==> config.mk <==
export PLATFORM = sky130hd
export DESIGN_NAME = http_header_line_parser
export DESIGN_NICKNAME = d
export VERILOG_FILES = /design/src/rtl/hhlp_pkg.sv /design/src/rtl/hhlp_step.sv /design/src/rtl/http_header_line_parser.sv
export SDC_FILE = /design/constraint.sdc
export NUM_CORES = 1
export LEC_CHECK = 0
export ABC_AREA = 1
export BUFFER_PORTS_ARGS = -buffer_cell sky130_fd_sc_hd__buf_2
export CELL_PAD_IN_SITES_DETAIL_PLACEMENT = 1
export CELL_PAD_IN_SITES_GLOBAL_PLACEMENT = 2
export CORE_MARGIN = 2
export CORE_UTILIZATION = 32
export DETAILED_ROUTE_END_ITERATION = 10
export PLACE_DENSITY = 0.83
export REMOVE_ABC_BUFFERS = 1
export SLEW_MARGIN = 0
export SYNTH_ARGS = -nofsm -noshare
export SYNTH_HDL_FRONTEND = slang
export SYNTH_SLANG_ARGS = --single-unit
==> constraint.sdc <==
create_clock -name clk -period 2.7 [get_ports clk]
set_input_delay 0.135 -clock clk [delete_from_list [all_inputs] [get_ports clk]]
set_output_delay 0.135 -clock clk [all_outputs]
set_load 0.005 [all_outputs]
==> src/rtl/hhlp_pkg.sv <==
// hhlp_pkg: shared types and constants for the http header line parser
// no dependencies; used by hhlp_step and http_header_line_parser
package hhlp_pkg;

    localparam int unsigned BYTE_W  = 8;
    localparam int unsigned OFFS_W  = 12;
    localparam int unsigned COUNT_W = 13;

    localparam logic [BYTE_W-1:0] CH_CR    = 8'h0D;
    localparam logic [BYTE_W-1:0] CH_LF    = 8'h0A;
    localparam logic [BYTE_W-1:0] CH_COLON = 8'h3A;
    localparam logic [BYTE_W-1:0] CH_SPACE = 8'h20;

    localparam logic [OFFS_W-1:0] MAX_OFFSET_RESET = 12'd255;

    typedef enum logic [3:0] {
        ST_START  = 4'd0,
        ST_KEY    = 4'd1,
        ST_COLON  = 4'd2,
        ST_SPACE  = 4'd3,
        ST_VALUE  = 4'd4,
        ST_CR     = 4'd5,
        ST_LF     = 4'd6,
        ST_END_CR = 4'd7
    } parse_state_t;

    typedef enum logic [2:0] {
        TK_SEP        = 3'd0,
        TK_KEY        = 3'd1,
        TK_VALUE      = 3'd2,
        TK_KEY_END    = 3'd3,
        TK_LINE_DONE  = 3'd4,
        TK_BLOCK_DONE = 3'd5,
        TK_ERROR      = 3'd6
    } token_kind_t;

    typedef struct packed {
        parse_state_t        next_state;
        logic [COUNT_W-1:0]  next_count;
        token_kind_t         kind;
    } step_result_t;

endpackage

==> src/rtl/hhlp_step.sv <==
// hhlp_step: one byte of header parsing, next state, value count and token class
// depends on hhlp_pkg
module hhlp_step
(
    input  hhlp_pkg::parse_state_t               state,
    input  logic [hhlp_pkg::COUNT_W-1:0]         count,
    input  logic [hhlp_pkg::BYTE_W-1:0]          data_byte,
    input  logic                                 restart,
    input  logic [hhlp_pkg::OFFS_W-1:0]          max_offset,
    output hhlp_pkg::step_result_t               result
);

    hhlp_pkg::parse_state_t        eff_state;
    logic [hhlp_pkg::COUNT_W-1:0]  eff_count;
    hhlp_pkg::token_kind_t         kind;
    logic [hhlp_pkg::COUNT_W-1:0]  count_out;
    hhlp_pkg::parse_state_t        state_out;
    logic                          is_cr;
    logic                          is_lf;
    logic                          too_long;

    assign eff_state = restart ? hhlp_pkg::ST_START : state;
    assign eff_count = restart ? '0 : count;
    assign is_cr     = (data_byte == hhlp_pkg::CH_CR);
    assign is_lf     = (data_byte == hhlp_pkg::CH_LF);
    assign too_long  = (eff_count > {1'b0, max_offset});

    // token class and value count
    always_comb
    begin
        kind      = hhlp_pkg::TK_SEP;
        count_out = eff_count;
        unique case (eff_state)
            hhlp_pkg::ST_KEY:
            begin
                if (data_byte == hhlp_pkg::CH_COLON)
                    kind = hhlp_pkg::TK_KEY_END;
                else if (is_cr || is_lf)
                    kind = hhlp_pkg::TK_ERROR;
                else
                    kind = hhlp_pkg::TK_KEY;
            end
            hhlp_pkg::ST_COLON:
            begin
                kind = (data_byte == hhlp_pkg::CH_SPACE) ? hhlp_pkg::TK_SEP
                                                         : hhlp_pkg::TK_ERROR;
            end
            hhlp_pkg::ST_SPACE:
            begin
                kind      = hhlp_pkg::TK_VALUE;
                count_out = hhlp_pkg::COUNT_W'(1);
            end
            hhlp_pkg::ST_VALUE:
            begin
                if (is_cr)
                    kind = hhlp_pkg::TK_SEP;
                else if (too_long)
                    kind = hhlp_pkg::TK_ERROR;
                else
                begin
                    kind      = hhlp_pkg::TK_VALUE;
                    count_out = eff_count + hhlp_pkg::COUNT_W'(1);
                end
            end
            hhlp_pkg::ST_CR:
            begin
                kind = is_lf ? hhlp_pkg::TK_LINE_DONE : hhlp_pkg::TK_ERROR;
            end
            hhlp_pkg::ST_LF:
            begin
                if (is_cr)
                    kind = hhlp_pkg::TK_SEP;
                else
                begin
                    kind      = hhlp_pkg::TK_KEY;
                    count_out = '0;
                end
            end
            hhlp_pkg::ST_END_CR:
            begin
                kind = is_lf ? hhlp_pkg::TK_BLOCK_DONE : hhlp_pkg::TK_ERROR;
                if (is_lf)
                    count_out = '0;
            end
            default:
            begin
                if (is_cr || is_lf)
                    kind = hhlp_pkg::TK_SEP;
                else
                begin
                    kind      = hhlp_pkg::TK_KEY;
                    count_out = '0;
                end
            end
        endcase
        if (kind == hhlp_pkg::TK_ERROR)
            count_out = '0;
    end

    // next state
    always_comb
    begin
        state_out = eff_state;
        if (kind == hhlp_pkg::TK_ERROR)
            state_out = hhlp_pkg::ST_START;
        else
        begin
            unique case (eff_state)
                hhlp_pkg::ST_KEY:
                    if (data_byte == hhlp_pkg::CH_COLON)
                        state_out = hhlp_pkg::ST_COLON;
                hhlp_pkg::ST_COLON:
                    state_out = hhlp_pkg::ST_SPACE;
                hhlp_pkg::ST_SPACE:
                    state_out = hhlp_pkg::ST_VALUE;
                hhlp_pkg::ST_VALUE:
                    if (is_cr)
                        state_out = hhlp_pkg::ST_CR;
                hhlp_pkg::ST_CR:
                    state_out = hhlp_pkg::ST_LF;
                hhlp_pkg::ST_LF:
                    state_out = is_cr ? hhlp_pkg::ST_END_CR : hhlp_pkg::ST_KEY;
                hhlp_pkg::ST_END_CR:
                    state_out = hhlp_pkg::ST_START;
                default:
                    state_out = (is_cr || is_lf) ? hhlp_pkg::ST_START
                                                 : hhlp_pkg::ST_KEY;
            endcase
        end
    end

    assign result.next_state = state_out;
    assign result.next_count = count_out;
    assign result.kind       = kind;

endmodule

==> src/rtl/http_header_line_parser.sv <==
// http_header_line_parser: classifies header block bytes, one result beat per input beat
// each accepted input beat is registered in the input stage, then in the result stage
// throughput: one byte per cycle unless m_axis_tready stalls; set by the state and count loop
// reset (rst_n low, asynchronous): parser in start state, value count zero,
//   max_value_offset back to 255, both pipeline stages empty
// depends on hhlp_pkg and hhlp_step
module http_header_line_parser
(
    input  logic        clk,
    input  logic        rst_n,

    input  logic        s_axis_tvalid,
    output logic        s_axis_tready,
    input  logic [7:0]  s_axis_tdata,   // [7:0] data_byte
    input  logic        s_axis_tuser,   // [0] restart

    output logic        m_axis_tvalid,
    input  logic        m_axis_tready,
    output logic [23:0] m_axis_tdata,   // [7:0] byte_echo, [20:8] value_length, [23:21] zero
    output logic [2:0]  m_axis_tuser,   // [2:0] token_kind

    input  logic        cfg_valid,
    output logic        cfg_ready,
    input  logic [11:0] cfg_data        // max_value_offset
);

    logic                                in_valid_reg;
    logic [hhlp_pkg::BYTE_W-1:0]         in_byte_reg;
    logic                                in_restart_reg;

    logic                                out_valid_reg;
    logic [hhlp_pkg::BYTE_W-1:0]         out_byte_reg;
    logic [hhlp_pkg::COUNT_W-1:0]        out_len_reg;
    hhlp_pkg::token_kind_t               out_kind_reg;

    hhlp_pkg::parse_state_t              parse_state_reg;
    logic [hhlp_pkg::COUNT_W-1:0]        value_count_reg;
    logic [hhlp_pkg::OFFS_W-1:0]         max_offset_reg;

    hhlp_pkg::step_result_t              step;
    logic                                out_free;
    logic                                advance;

    assign out_free      = !out_valid_reg || m_axis_tready;
    assign advance       = in_valid_reg && out_free;
    assign s_axis_tready = !in_valid_reg || out_free;
    assign cfg_ready     = 1'b1;

    hhlp_step u_step
    (
        .state      (parse_state_reg),
        .count      (value_count_reg),
        .data_byte  (in_byte_reg),
        .restart    (in_restart_reg),
        .max_offset (max_offset_reg),
        .result     (step)
    );

    // input stage
    always_ff @(posedge clk or negedge rst_n)
    begin
        if (!rst_n)
            in_valid_reg <= 1'b0;
        else if (s_axis_tready)
            in_valid_reg <= s_axis_tvalid;
    end

    always_ff @(posedge clk)
    begin
        if (s_axis_tready && s_axis_tvalid)
        begin
            in_byte_reg    <= s_axis_tdata;
            in_restart_reg <= s_axis_tuser;
        end
    end

    // parser state and config
    always_ff @(posedge clk or negedge rst_n)
    begin
        if (!rst_n)
        begin
            parse_state_reg <= hhlp_pkg::ST_START;
            value_count_reg <= '0;
            max_offset_reg  <= hhlp_pkg::MAX_OFFSET_RESET;
        end
        else
        begin
            if (advance)
            begin
                parse_state_reg <= step.next_state;
                value_count_reg <= step.next_count;
            end
            if (cfg_valid && cfg_ready)
                max_offset_reg <= cfg_data;
        end
    end

    // result stage
    always_ff @(posedge clk or negedge rst_n)
    begin
        if (!rst_n)
            out_valid_reg <= 1'b0;
        else if (out_free)
            out_valid_reg <= in_valid_reg;
    end

    always_ff @(posedge clk)
    begin
        if (advance)
        begin
            out_byte_reg <= in_byte_reg;
            out_len_reg  <= step.next_count;
            out_kind_reg <= step.kind;
        end
    end

    assign m_axis_tvalid = out_valid_reg;
    assign m_axis_tdata  = {3'b000, out_len_reg, out_byte_reg};
    assign m_axis_tuser  = out_kind_reg;

endmodule
==> Word-level counts from Yosys, hierarchy flattened <==
Cells that the tools add are included.
{ "classes": {"addsub": 1, "magnitude_cmp": 1, "n_eq_ne": 12, "muxes": 25, "reduce_logical": 8} }
{ "ops": {"columns": ["op", "n"], "rows": [
  ["$mux 13", 7],
  ["$pmux 13 s5", 1],
  ["$pmux 4 s7", 1],
  ["$pmux 3 s7", 1],
  ["$mux 3", 6],
  ["$eq 4x3->1 const B", 4],
  ["$eq 8x4->1 const B", 2],
  ["$eq 8x6->1 const B", 2],
  ["$mux 4", 4],
  ["$add 13x1->13 const B", 1],
  ["$gt 13x12->1", 1],
  ["$eq 4x2->1 const B", 2],
  ["$eq 4x1->1 const B", 1],
  ["$mux 2", 2],
  ["$eq 3x3->1 const B", 1],
  ["$logic_or 1x1->1", 3],
  ["$mux 1", 3],
  ["$reduce_or 3->1", 1],
  ["$logic_and 1x1->1", 2],
  ["$logic_not 1->1", 2]
]} }
{ "word_totals": {"ff_bits": 64, "input_bits": 26, "out_inout_bits": 30, "wordCells": 57} }

==> Logic depth before layout (Yosys ltp) <==
Gate-level depths: netlist of run 1.
{ "depth": {"ltp_word": 7, "mapped_depth": 19} }

==> Modules after synthesis <==
From an unflattened synthesis of run 1, not the netlist that was laid out.
{ "hier_totals": {"hier_cells": 478, "hier_area_um2": 3970.1} }
{ "modules_own_cells": {"columns": ["module", "instances", "cells_each", "area_each_um2", "seq_area_each_um2"], "rows": [
  ["http_header_line_parser", 1, 172, 2299.7, 1776.7],
  ["hhlp_step", 1, 306, 1670.4, 0.0]
]} }

==> Worst setup path before layout of run 1 <==
OpenSTA, ideal clock, no wires.
{ "synth_path": {"path_kind": "register to register", "startpoint": "register in_restart_reg", "endpoint": "register out_len_reg[4] in the netlist's numbering, data pin", "setup_ns": 0.255, "t_arrival_ns": 2.126, "setup_slack_ns": 0.320, "path_stages_with_launch": 18, "path_buffers": 2, "cell_sequence": "edfxtp_1 -> inv_2 -> buf_6 -> nand2_1 -> inv_1 -> ha_1 -> nand2_1 -> inv_1 -> o21ai_0 -> a21oi_1 -> nor2_1 -> nand2_2 -> nand2_4 -> buf_6 -> nand4_1 -> nand3_1 -> nand2_1 -> and2_1"} }
{ "synth_rtl": {"columns": ["element", "line_no", "text"], "rows": [
  ["start, declared", "http_header_line_parser.sv:29", "logic in_restart_reg;"],
  ["start signal, assigned", "http_header_line_parser.sv:73", "in_restart_reg <= s_axis_tuser;"],
  ["end signal, assigned", "http_header_line_parser.sv:112", "out_len_reg <= step.next_count;"],
  ["end, declared", "http_header_line_parser.sv:33", "logic [hhlp_pkg::COUNT_W-1:0] out_len_reg;"]
]} }

==> results of run 1 <==
power by group through the flow:
stage                     registers, mW  logic, mW  clock network [mW]
after floorplan                    1.32      0.561                   0
after global placement             1.33      0.904                   0
after detailed placement           1.34      0.929                   0
after CTS                          1.32      0.946                1.07
after global routing               1.34       1.12                1.12
final                              1.32      0.997                1.06
per-layer routing:
metal / part of all wire, % / vias to the layer above / routed length (um)
met5: 0 / - / 0
met4: 1.6 / 0 / 176
met3: 3.4 / 12 / 376
met2: 47 / 55 / 5280
met1: 48 / 1671 / 5380
li1: - / 1704 / -
layout make-up:
cell class | count | area share [%]
clock buffer | 12 | 5.20
sequential | 64 | 37.4
timing repair buffer | 85 | 11.5
inverter | 59 | 4.72
clock inverter | 4 | 0.422
multi-input combinational | 328 | 36.9
tap | 143 | 3.77
timing repair:
action,in CTS,in global routing
buffers inserted,0,4
setup endpoints to repair,0,26
hold buffers,9,0
hold endpoints to repair,31,0
resized for setup,0,12
path summary, 6_finish.rpt:
| kind | endpoint |
|---|---|
| worst min-delay path | max_offset_reg[9] |
| worst max-delay path | out_len_reg[4] |
| min in group asynchronous | value_count_reg[10] |
| worst min register to register | out_byte_reg[5] |
| worst max register to register | out_len_reg[4] |
| max in group asynchronous | parse_state_reg[0] |
logic make-up after synthesis:
family                   Yosys count  synth area share (%)
AND/OR/NAND/NOR                  242                  29.8
buffers and inverters             78                  9.45
AO/OA/AOI/OAI                     68                  9.88
flip-flops                        64                  46.4
adder cells (fa/ha/maj)           12                  3.92
other                              2                 0.196
multiplexers                       1                 0.294
synthesized netlist by cell type, types with 2 or more instances:
cell type,count,area (um^2)
buf_6,6,67.6
nand4_1,13,81.3
nand3_1,50,250
a31oi_1,2,12.5
conb_1,2,7.51
nand2_4,2,22.5
nand3b_1,6,45.0
a21oi_1,37,185
nor3_1,6,30.0
nor2_4,2,22.5
buf_4,5,37.5
buf_2,4,20.0
dfrtp_1,23,576
o21ai_0,20,100
dfstp_2,8,210
edfxtp_1,33,991
nor2_1,26,97.6
nor2_2,3,18.8
clkbuf_1,4,15.0
inv_2,6,22.5
ha_1,12,150
and2_1,9,56.3
nand3_2,3,30.0
nand2_1,117,439
inv_1,52,195
worst reg2reg max path, stage by stage, from the launching register on:
cell	delay [ns]
edfxtp_1	0.41
inv_4	0.09
buf_4	0.14
nand2_1	0.10
inv_1	0.10
ha_1	0.28
nand4_1	0.13
nor2_1	0.16
nand2_1	0.11
nand2_4	0.14
nand3_2	0.11
nand3_4	0.11
buf_4	0.15
a21oi_1	0.07
and2_1	0.17
stage by stage:
| stage | std cells | worst slack (ns) | instance area, um^2 |
|---|---|---|---|
| CTS | 690 | 0.0807 | 4650 |
| floorplan | 450 | 0.359 | 3690 |
| detailed placement | 665 | 0.101 | 4300 |
| finish | 695 | 0.169 | 4740 |
| global placement | 665 | 0.208 | 4300 |
| global route | 695 | -0.0168 | 4740 |
==> impl_metrics.tcl, run 1 <==
set metrics [dict create \
    drv_slew 0 \
    ys.flop_type "edfxtp_1" \
    vias 3442 \
    postSynth.asyncResetShare_pct 48.4 \
    power_leakage_nw 2.31 \
    routedWlPerCell_um 16.1 \
    antenna_found_initial 0 \
    clk_pin_slew_ns 0.05 \
    ff_latch_area_mm2 0.00178 \
    grt_max_degree 43 \
    syn_inst 467 \
    io_pins 56 \
    whs_ns 0.00710 \
    cts_buffers 9 \
    tightest_slew_ns 0.801 \
    grt_pass1_wl_um 18300 \
    drtIter0Drc 131 \
    yosys_warnings 0 \
    die_y_um 113 \
    timing.rr.start "in_restart_reg" \
    slowest_stage "edfxtp_1" \
    busiest_layer "met2" \
    cpPeakStageDelay_ns 0.41 \
    setup_viol 0 \
    grtUsageMet1_pct 24.8 \
    final_cell_mix "nand2_1, inv_1, buf_2" \
    final_common_cell "nand2_1" \
    track_usage_pct 18.3 \
    grt-ovfl-total 0 \
    crit_path_max_fanout 8 \
    hold_start "cfg_data[9]" \
    clock_sinks 64 \
    area.growth.synth_to_final_pct 24.0 \
    core.rowCount 39 \
    tritoncts "built" \
    layout.nets 585 \
    die_w_um 113 \
    grtUsageMet3_pct 3.16 \
    avgSynthCellArea_um2 8.19 \
    grt_use_met2_pct 30.0 \
    seq_area_frac_synth_pct 46.4 \
    start_util_pct 33.1 \
    seqPwrFrac_pct 39.1 \
    crit_path_cell_trace "inv_4 > buf_4 > nand2_1 > inv_1 > ha_1 > nand4_1 > nor2_1 > nand2_1 > nand2_4 > nand3_2 > nand3_4 > buf_4 > a21oi_1 > and2_1" \
    peakVddDrop_mv 0.260 \
    hold_viol 0 \
    cp_top_family "simple AND/OR/NAND/NOR gates" \
    r2r_setup_slack_ns 0.17 \
    internal_power_mw 2.23 \
    drtPass1Iterations 4 \
    h-tree-depth 3 \
    power_frac_clock_pct 31.4 \
    start_kind "register" \
    ctsRootBufferMaster "clkbuf_16" \
    maxCapViolations 0 \
    grt_pass1_vias 3536 \
    drc 0 \
    arrival_ns 2.62 \
    period_share_pct 93.7 \
    syn_area_mm2 0.00383 \
    n_fill_cell 1403 \
    setup-tns-final_ns 0 \
    antenna_cells 0 \
    viasPerCell 4.95 \
    drive_gt1_share_pct 23.6 \
    slew_headroom_pct 46.4 \
    status "completed" \
    cp.depth 14 \
    hpwl_um 7880 \
    r2r_cells 14 \
    die_area_mm2 0.0128 \
    coreArea_mm2 0.0116 \
    ys_ff_latch 64 \
    fmax_mhz 395 \
    synth_edf_count 33 \
    p_sw_mw 1.15 \
    fin_total_pwr_mw 3.38 \
    gp_congestion 0.848 \
    multi_input_area_mm2 0.00175 \
    utilization_pct 41.0 \
    endpoint_kind "register" \
    worstPathRequired_ns 2.79 \
    hp-class "primary input to register" \
    skew_ns 0.00352 \
    path_class "register to register" \
    ant_nets 0 \
    powerDensity_mw_per_mm2 712 \
    routed_wl_um 11200 \
    finalCriticalPeriod_ns 2.53 \
    path_buf_inv 4 \
    ys_types 41 \
    worstHoldPathCells 3 \
    cts_max_path_buffers 2 \
    port_buffers 51 \
    clkLatencyLatePin_ns 0.33 \
    p_comb_share_pct 29.5 \
    p_sw_share_pct 34.0 \
    crit_start "in_restart_reg" \
]
(Power assumes the default switching activity.)
==> run 2, diff against run 1 <==
--- a/config.mk
+++ b/config.mk
@@ -12,7 +12,7 @@
 export CORE_MARGIN = 2
 export CORE_UTILIZATION = 32
 export DETAILED_ROUTE_END_ITERATION = 10
-export PLACE_DENSITY = 0.83
+export PLACE_DENSITY_LB_ADDON = 0.1
 export REMOVE_ABC_BUFFERS = 1
 export SLEW_MARGIN = 0
 export SYNTH_ARGS = -nofsm -noshare
==> run 2 against run 1 <==
Clock power grew 5%. Non-clock buffer count grew 21. Register-to-register slack is essentially flat. Critical path type unchanged. Largest power group unchanged.
==> impl_metrics.tcl, run 2 (synthesis results as in run 1) <==
set metrics [dict create \
    drtPass1Iterations 4 \
    crit_path_max_fanout 5 \
    worstReg2RegEnd "out_len_reg[10]" \
    grt_pass1_wl_um 18800 \
    start_util_pct 33.1 \
    tritoncts "built" \
    endpoint_kind "register" \
    layout.nets 605 \
    start_kind "register" \
    clock_sinks 64 \
    coreArea_mm2 0.0116 \
    hp-class "primary input to register" \
    worstHoldPathCells 3 \
    fmax_mhz 396 \
    hpwl_um 8140 \
    antenna_found_initial 0 \
    final_common_cell "nand2_1" \
    die_y_um 113 \
    hold_viol 0 \
    min_to "in_valid_reg" \
    ant_nets 0 \
    cts_max_path_buffers 2 \
    cts_buffers 9 \
    grt_max_degree 43 \
    antenna_cells 0 \
    die_w_um 113 \
    port_buffers 51 \
    routed_wl_um 11400 \
    r2r_setup_slack_ns 0.17 \
    n_fill_cell 1417 \
    grt_pass1_vias 3546 \
    viasPerCell 4.81 \
    wl_met2_um 5060 \
    routedWlPerCell_um 15.9 \
    rsz0062_at_grt "no" \
    cpPeakStageDelay_ns 0.43 \
    slowest_stage "edfxtp_1" \
    crit_path_cell_trace "buf_4 > nor2_1 > buf_4 > ha_1 > nand3_1 > nor3_2 > nand3_2 > nor2_1 > nand4_1 > nand3_1 > nand2_1 > and2_1" \
    area.growth.synth_to_final_pct 28.2 \
    setup_viol 0 \
    drtIter0Drc 101 \
    r2r_cells 12 \
    drc 0 \
    topRoutingLayerUsed "met4" \
    power_leakage_nw 2.37 \
    status "completed" \
    track_usage_pct 19.2 \
    arrival_ns 2.62 \
    ctsRootBufferMaster "clkbuf_16" \
    core.rowCount 39 \
    drive_gt1_share_pct 24.8 \
    gp_congestion 0.821 \
    die_area_mm2 0.0128 \
    vias 3437 \
    maxCapViolations 0 \
    clk_pin_slew_ns 0.06 \
    hold_start "s_axis_tvalid" \
    route.met3.wl_um 310 \
    setup-tns-final_ns 0 \
    timing.rr.start "in_restart_reg" \
    io_pins 56 \
    final_cell_mix "nand2_1, inv_1, buf_2" \
    clkLatencyLatePin_ns 0.35 \
    drv_slew 0 \
    grt-ovfl-total 0 \
    path_class "register to register" \
    peakVddDrop_mv 0.278 \
    slew_headroom_pct 47.8 \
    period_share_pct 93.5 \
    finalCriticalPeriod_ns 2.53 \
    h-tree-depth 3 \
    powerDensity_mw_per_mm2 701 \
    met1_length_um 5780 \
    skew_ns 0.00897 \
    tightest_slew_ns 0.783 \
    utilization_pct 42.4 \
    worstPathRequired_ns 2.80 \
]
## run 2: changes by cell type in the layout (fill, tap and decap cells not counted), moves of 2 or more
cell / delta
buf_4: +12
clkbuf_1: -2
clkinv_2: -3
clkinvlp_4: +3
dlygate4sd3_1: +10
inv_6: +3
nand2_4: -2
## run 2: layer usage
metal  up-vias  global-route usage, %
met3        15                   2.95
met5         -                      0
met1      1614                   26.9
met4         0                   7.40
met2        56                   29.8
li1       1752                      -
## run 2: layout make-up
cell class	instances	area, um^2	share of cell area [%]
Tap cell	143	179	3.65
Clock inverter	7	53.8	1.10
Multi-Input combinational cell	327	1730	35.3
Inverter	59	224	4.57
Sequential cell	64	1780	36.2
Timing Repair Buffer	106	716	14.6
Clock buffer	9	225	4.59
## run 2: through the flow
| stage | hold WS [ns] | worst slack [ns] | instances | area (um^2) | power, mW |
|---|---|---|---|---|---|
| floorplan | -0.161 | 0.359 | 450 | 3690 | 1.88 |
| global placement | 0.281 | 0.157 | 677 | 4380 | 2.30 |
| detailed placement | 0.281 | 0.131 | 677 | 4380 | 2.32 |
| CTS | 0.000611 | 0.0970 | 712 | 4840 | 3.47 |
| global route | 0.0223 | 0.00139 | 715 | 4900 | 3.66 |
| finish | 0.00792 | 0.175 | 715 | 4900 | 3.44 |
## run 2: worst max-delay path by stage
stage / cells after the start / start / to / slack (ns)
6_report: 12 / in_restart_reg / out_len_reg[10] / 0.17
3_5_place_dp: 15 / in_restart_reg / out_len_reg[8] / 0.13
3_3_place_gp: 15 / in_restart_reg / out_len_reg[8] / 0.16
5_1_grt: 12 / in_restart_reg / out_len_reg[10] / 0.001
2_1_floorplan: 15 / in_restart_reg / out_len_reg[8] / 0.36
4_1_cts: 15 / in_restart_reg / out_len_reg[8] / 0.1
## run 2: what timing repair did
action                                  in CTS  in global routing
resized for setup                            0                  9
endpoints found under the setup margin       0                 26
buffers inserted                             0                  3
hold endpoints to repair                    41                  0
hold buffers                                19                  0
## run 2: critical path: cells and delay by family (launching register included)
family        cells  cell delay, ns
flops             1            0.43
buf+inv           2            0.34
fa+ha+maj         1            0.21
simple gates      9            1.29
## run 2: where the power goes
part           internal [mW]  leakage (nW)  total [mW]  switching, mW
Sequential              1.23         0.702        1.32         0.0919
Combinational          0.384          1.54        1.01          0.627
Clock                  0.628         0.129        1.11          0.478
==> run 3, diff against run 2 <==
--- a/config.mk
+++ b/config.mk
@@ -6,6 +6,7 @@
 export NUM_CORES = 1
 export LEC_CHECK = 0
 export ABC_AREA = 1
+export ABC_CLOCK_PERIOD_IN_PS = 2600
 export BUFFER_PORTS_ARGS = -buffer_cell sky130_fd_sc_hd__buf_2
 export CELL_PAD_IN_SITES_DETAIL_PLACEMENT = 1
 export CELL_PAD_IN_SITES_GLOBAL_PLACEMENT = 2
==> constraint.sdc (replaced) <==
create_clock -name clk -period 2.6 [get_ports clk]
set_input_delay 0.13 -clock clk [delete_from_list [all_inputs] [get_ports clk]]
set_output_delay 0.13 -clock clk [all_outputs]
set_load 0.005 [all_outputs]
==> run 3 against run 2 <==
Combinational power grew 24%. Clock-buffer cell count is 2 higher. Maximum frequency rose by 0.62%. Via count is 4.4% higher. Clock skew is 0.0026 ns lower. First-iteration DRC count increased by 32%. Die area stayed put. Critical endpoint is now out_len_reg[6].
==> impl_metrics.tcl, run 3 (synthesis results as in run 1) <==
set metrics [dict create \
    status "completed" \
    core.rowCount 39 \
    period_share_pct 96.5 \
    routed_wl_um 12100 \
    path_class "register to register" \
    worst_slack_ns 0.0903 \
    arrival_ns 2.61 \
    area.growth.synth_to_final_pct 37.1 \
    place_area_mm2 0.00436 \
    hp-class "primary input to register" \
    io_pins 56 \
    drive_gt1_share_pct 31.4 \
    numPlacedInstances 675 \
    dpl_worst_slack_ns -0.0622 \
    r2r_cells 14 \
    setup_viol 0 \
    die_y_um 113 \
    drtIter0Drc 133 \
    hpwl_um 8260 \
    drv_slew 0 \
    layoutNonFillerInstCount 720 \
    finalCriticalPeriod_ns 2.51 \
    coreArea_mm2 0.0116 \
    antenna_cells 0 \
    final_common_cell "nand2_1" \
    skew_ns 0.00633 \
    tritoncts "built" \
    grt_max_degree 39 \
    r2r_setup_slack_ns 0.09 \
    gp_congestion 0.811 \
    rsz0062_at_grt "yes" \
    clock_sinks 64 \
    final_cell_area_mm2 0.00525 \
    worstReg2RegEnd "out_len_reg[6]" \
    track_usage_pct 19.1 \
    cts_buffers 9 \
    drtPass1Iterations 4 \
    viasPerCell 4.98 \
    powerDensity_mw_per_mm2 741 \
    grt_pass1_vias 3521 \
    fmax_mhz 398 \
    clkLatencyLatePin_ns 0.34 \
    min_to "max_offset_reg[6]" \
    hold_start "cfg_data[6]" \
    worstPathRequired_ns 2.70 \
    ant_nets 0 \
    hold_viol 0 \
    worstHoldPathCells 3 \
    port_buffers 51 \
    slew_headroom_pct 44.0 \
    vias 3589 \
    timing.rr.start "in_restart_reg" \
    whs_ns 0.00666 \
    grtUsageMet3_pct 3.27 \
    setup-tns-final_ns 0 \
    die_w_um 113 \
    antenna_found_initial 0 \
    grt-ovfl-total 0 \
    ctsRootBufferMaster "clkbuf_16" \
    grt_use_met2_pct 30.0 \
    clk_pin_slew_ns 0.05 \
    grt_pass1_wl_um 18700 \
    peakVddDrop_mv 0.285 \
    drc 0 \
    endpoint_kind "register" \
    tightest_slew_ns 0.840 \
    crit_path_max_fanout 6 \
    maxCapViolations 0 \
    die_area_mm2 0.0128 \
    fin_total_pwr_mw 3.89 \
    utilization_pct 45.4 \
    start_util_pct 33.1 \
    start_kind "register" \
    layout.nets 610 \
    cts_max_path_buffers 2 \
    n_fill_cell 1363 \
    final_cell_mix "nand2_1, buf_2, nand3_1" \
    power_leakage_nw 2.46 \
    grtUsageMet1_pct 26.7 \
    h-tree-depth 3 \
    routedWlPerCell_um 16.7 \
    busiest_layer "met2" \
]
[run 3: cell count changes in the layout (fill, tap and decap cells not counted), moves of 4 or more]
cell     change
a21oi_1      -7
a21oi_2      +4
buf_6        +7
ha_1         -5
ha_4         +5
inv_1        -4
nand2_1      -7
nand2_4      +4
nor2_1       -6
nor2_2       +4
[run 3: routing by layer]
metal | up-vias | routed length (um)
li1 | 1763 | -
met1 | 1752 | 6050
met2 | 60 | 5460
met3 | 14 | 356
met4 | 0 | 199
met5 | - | 0
[run 3: worst max-delay path by stage]
stage | from | end | slack [ns] | depth (start not counted)
after global placement | in_restart_reg | out_len_reg[8] | -0.006 | 15
final | in_restart_reg | out_len_reg[6] | 0.09 | 14
after global routing | in_restart_reg | out_len_reg[10] | -0.06 | 14
after CTS | in_restart_reg | out_len_reg[9] | 0.006 | 14
after floorplan | in_restart_reg | out_len_reg[8] | 0.26 | 15
after detailed placement | in_restart_reg | out_len_reg[9] | -0.06 | 15
[run 3: what timing repair did]
action / 4_1_cts / 5_1_grt
hold buffers: 16 / 0
pin swaps: 0 / 23
gates cloned: 0 / 2
buffers inserted: 0 / 11
resized for setup: 2 / 67
endpoints found under the setup margin: 21 / 29
endpoints found under the hold margin: 38 / 0
[run 3: report_power, final]
| part | switching (mW) | internal (mW) |
|---|---|---|
| Sequential | 0.111 | 1.28 |
| Clock | 0.460 | 0.796 |
| Combinational | 0.759 | 0.487 |
[run 3: worst max-delay path, stage by stage, from the launching register on]
cell and delay, ns:
edfxtp_1 0.44, inv_4 0.10, buf_6 0.14, nand2_4 0.06
inv_4 0.04, ha_4 0.26, nand4_1 0.15, nor2_2 0.18
nand3b_1 0.18, buf_6 0.21, nand2_4 0.10, nand4_1 0.09
nand3_1 0.10, nand2_1 0.07, and2_1 0.13
[run 3: layout make-up]
cell class	instances	area [um^2]	area share [%]
Tap cell	143	179	3.41
Sequential cell	64	1780	33.9
Timing Repair Buffer	109	769	14.7
Clock inverter	5	53.8	1.03
Multi-Input combinational cell	329	1980	37.8
Clock buffer	11	254	4.84
Inverter	59	231	4.41
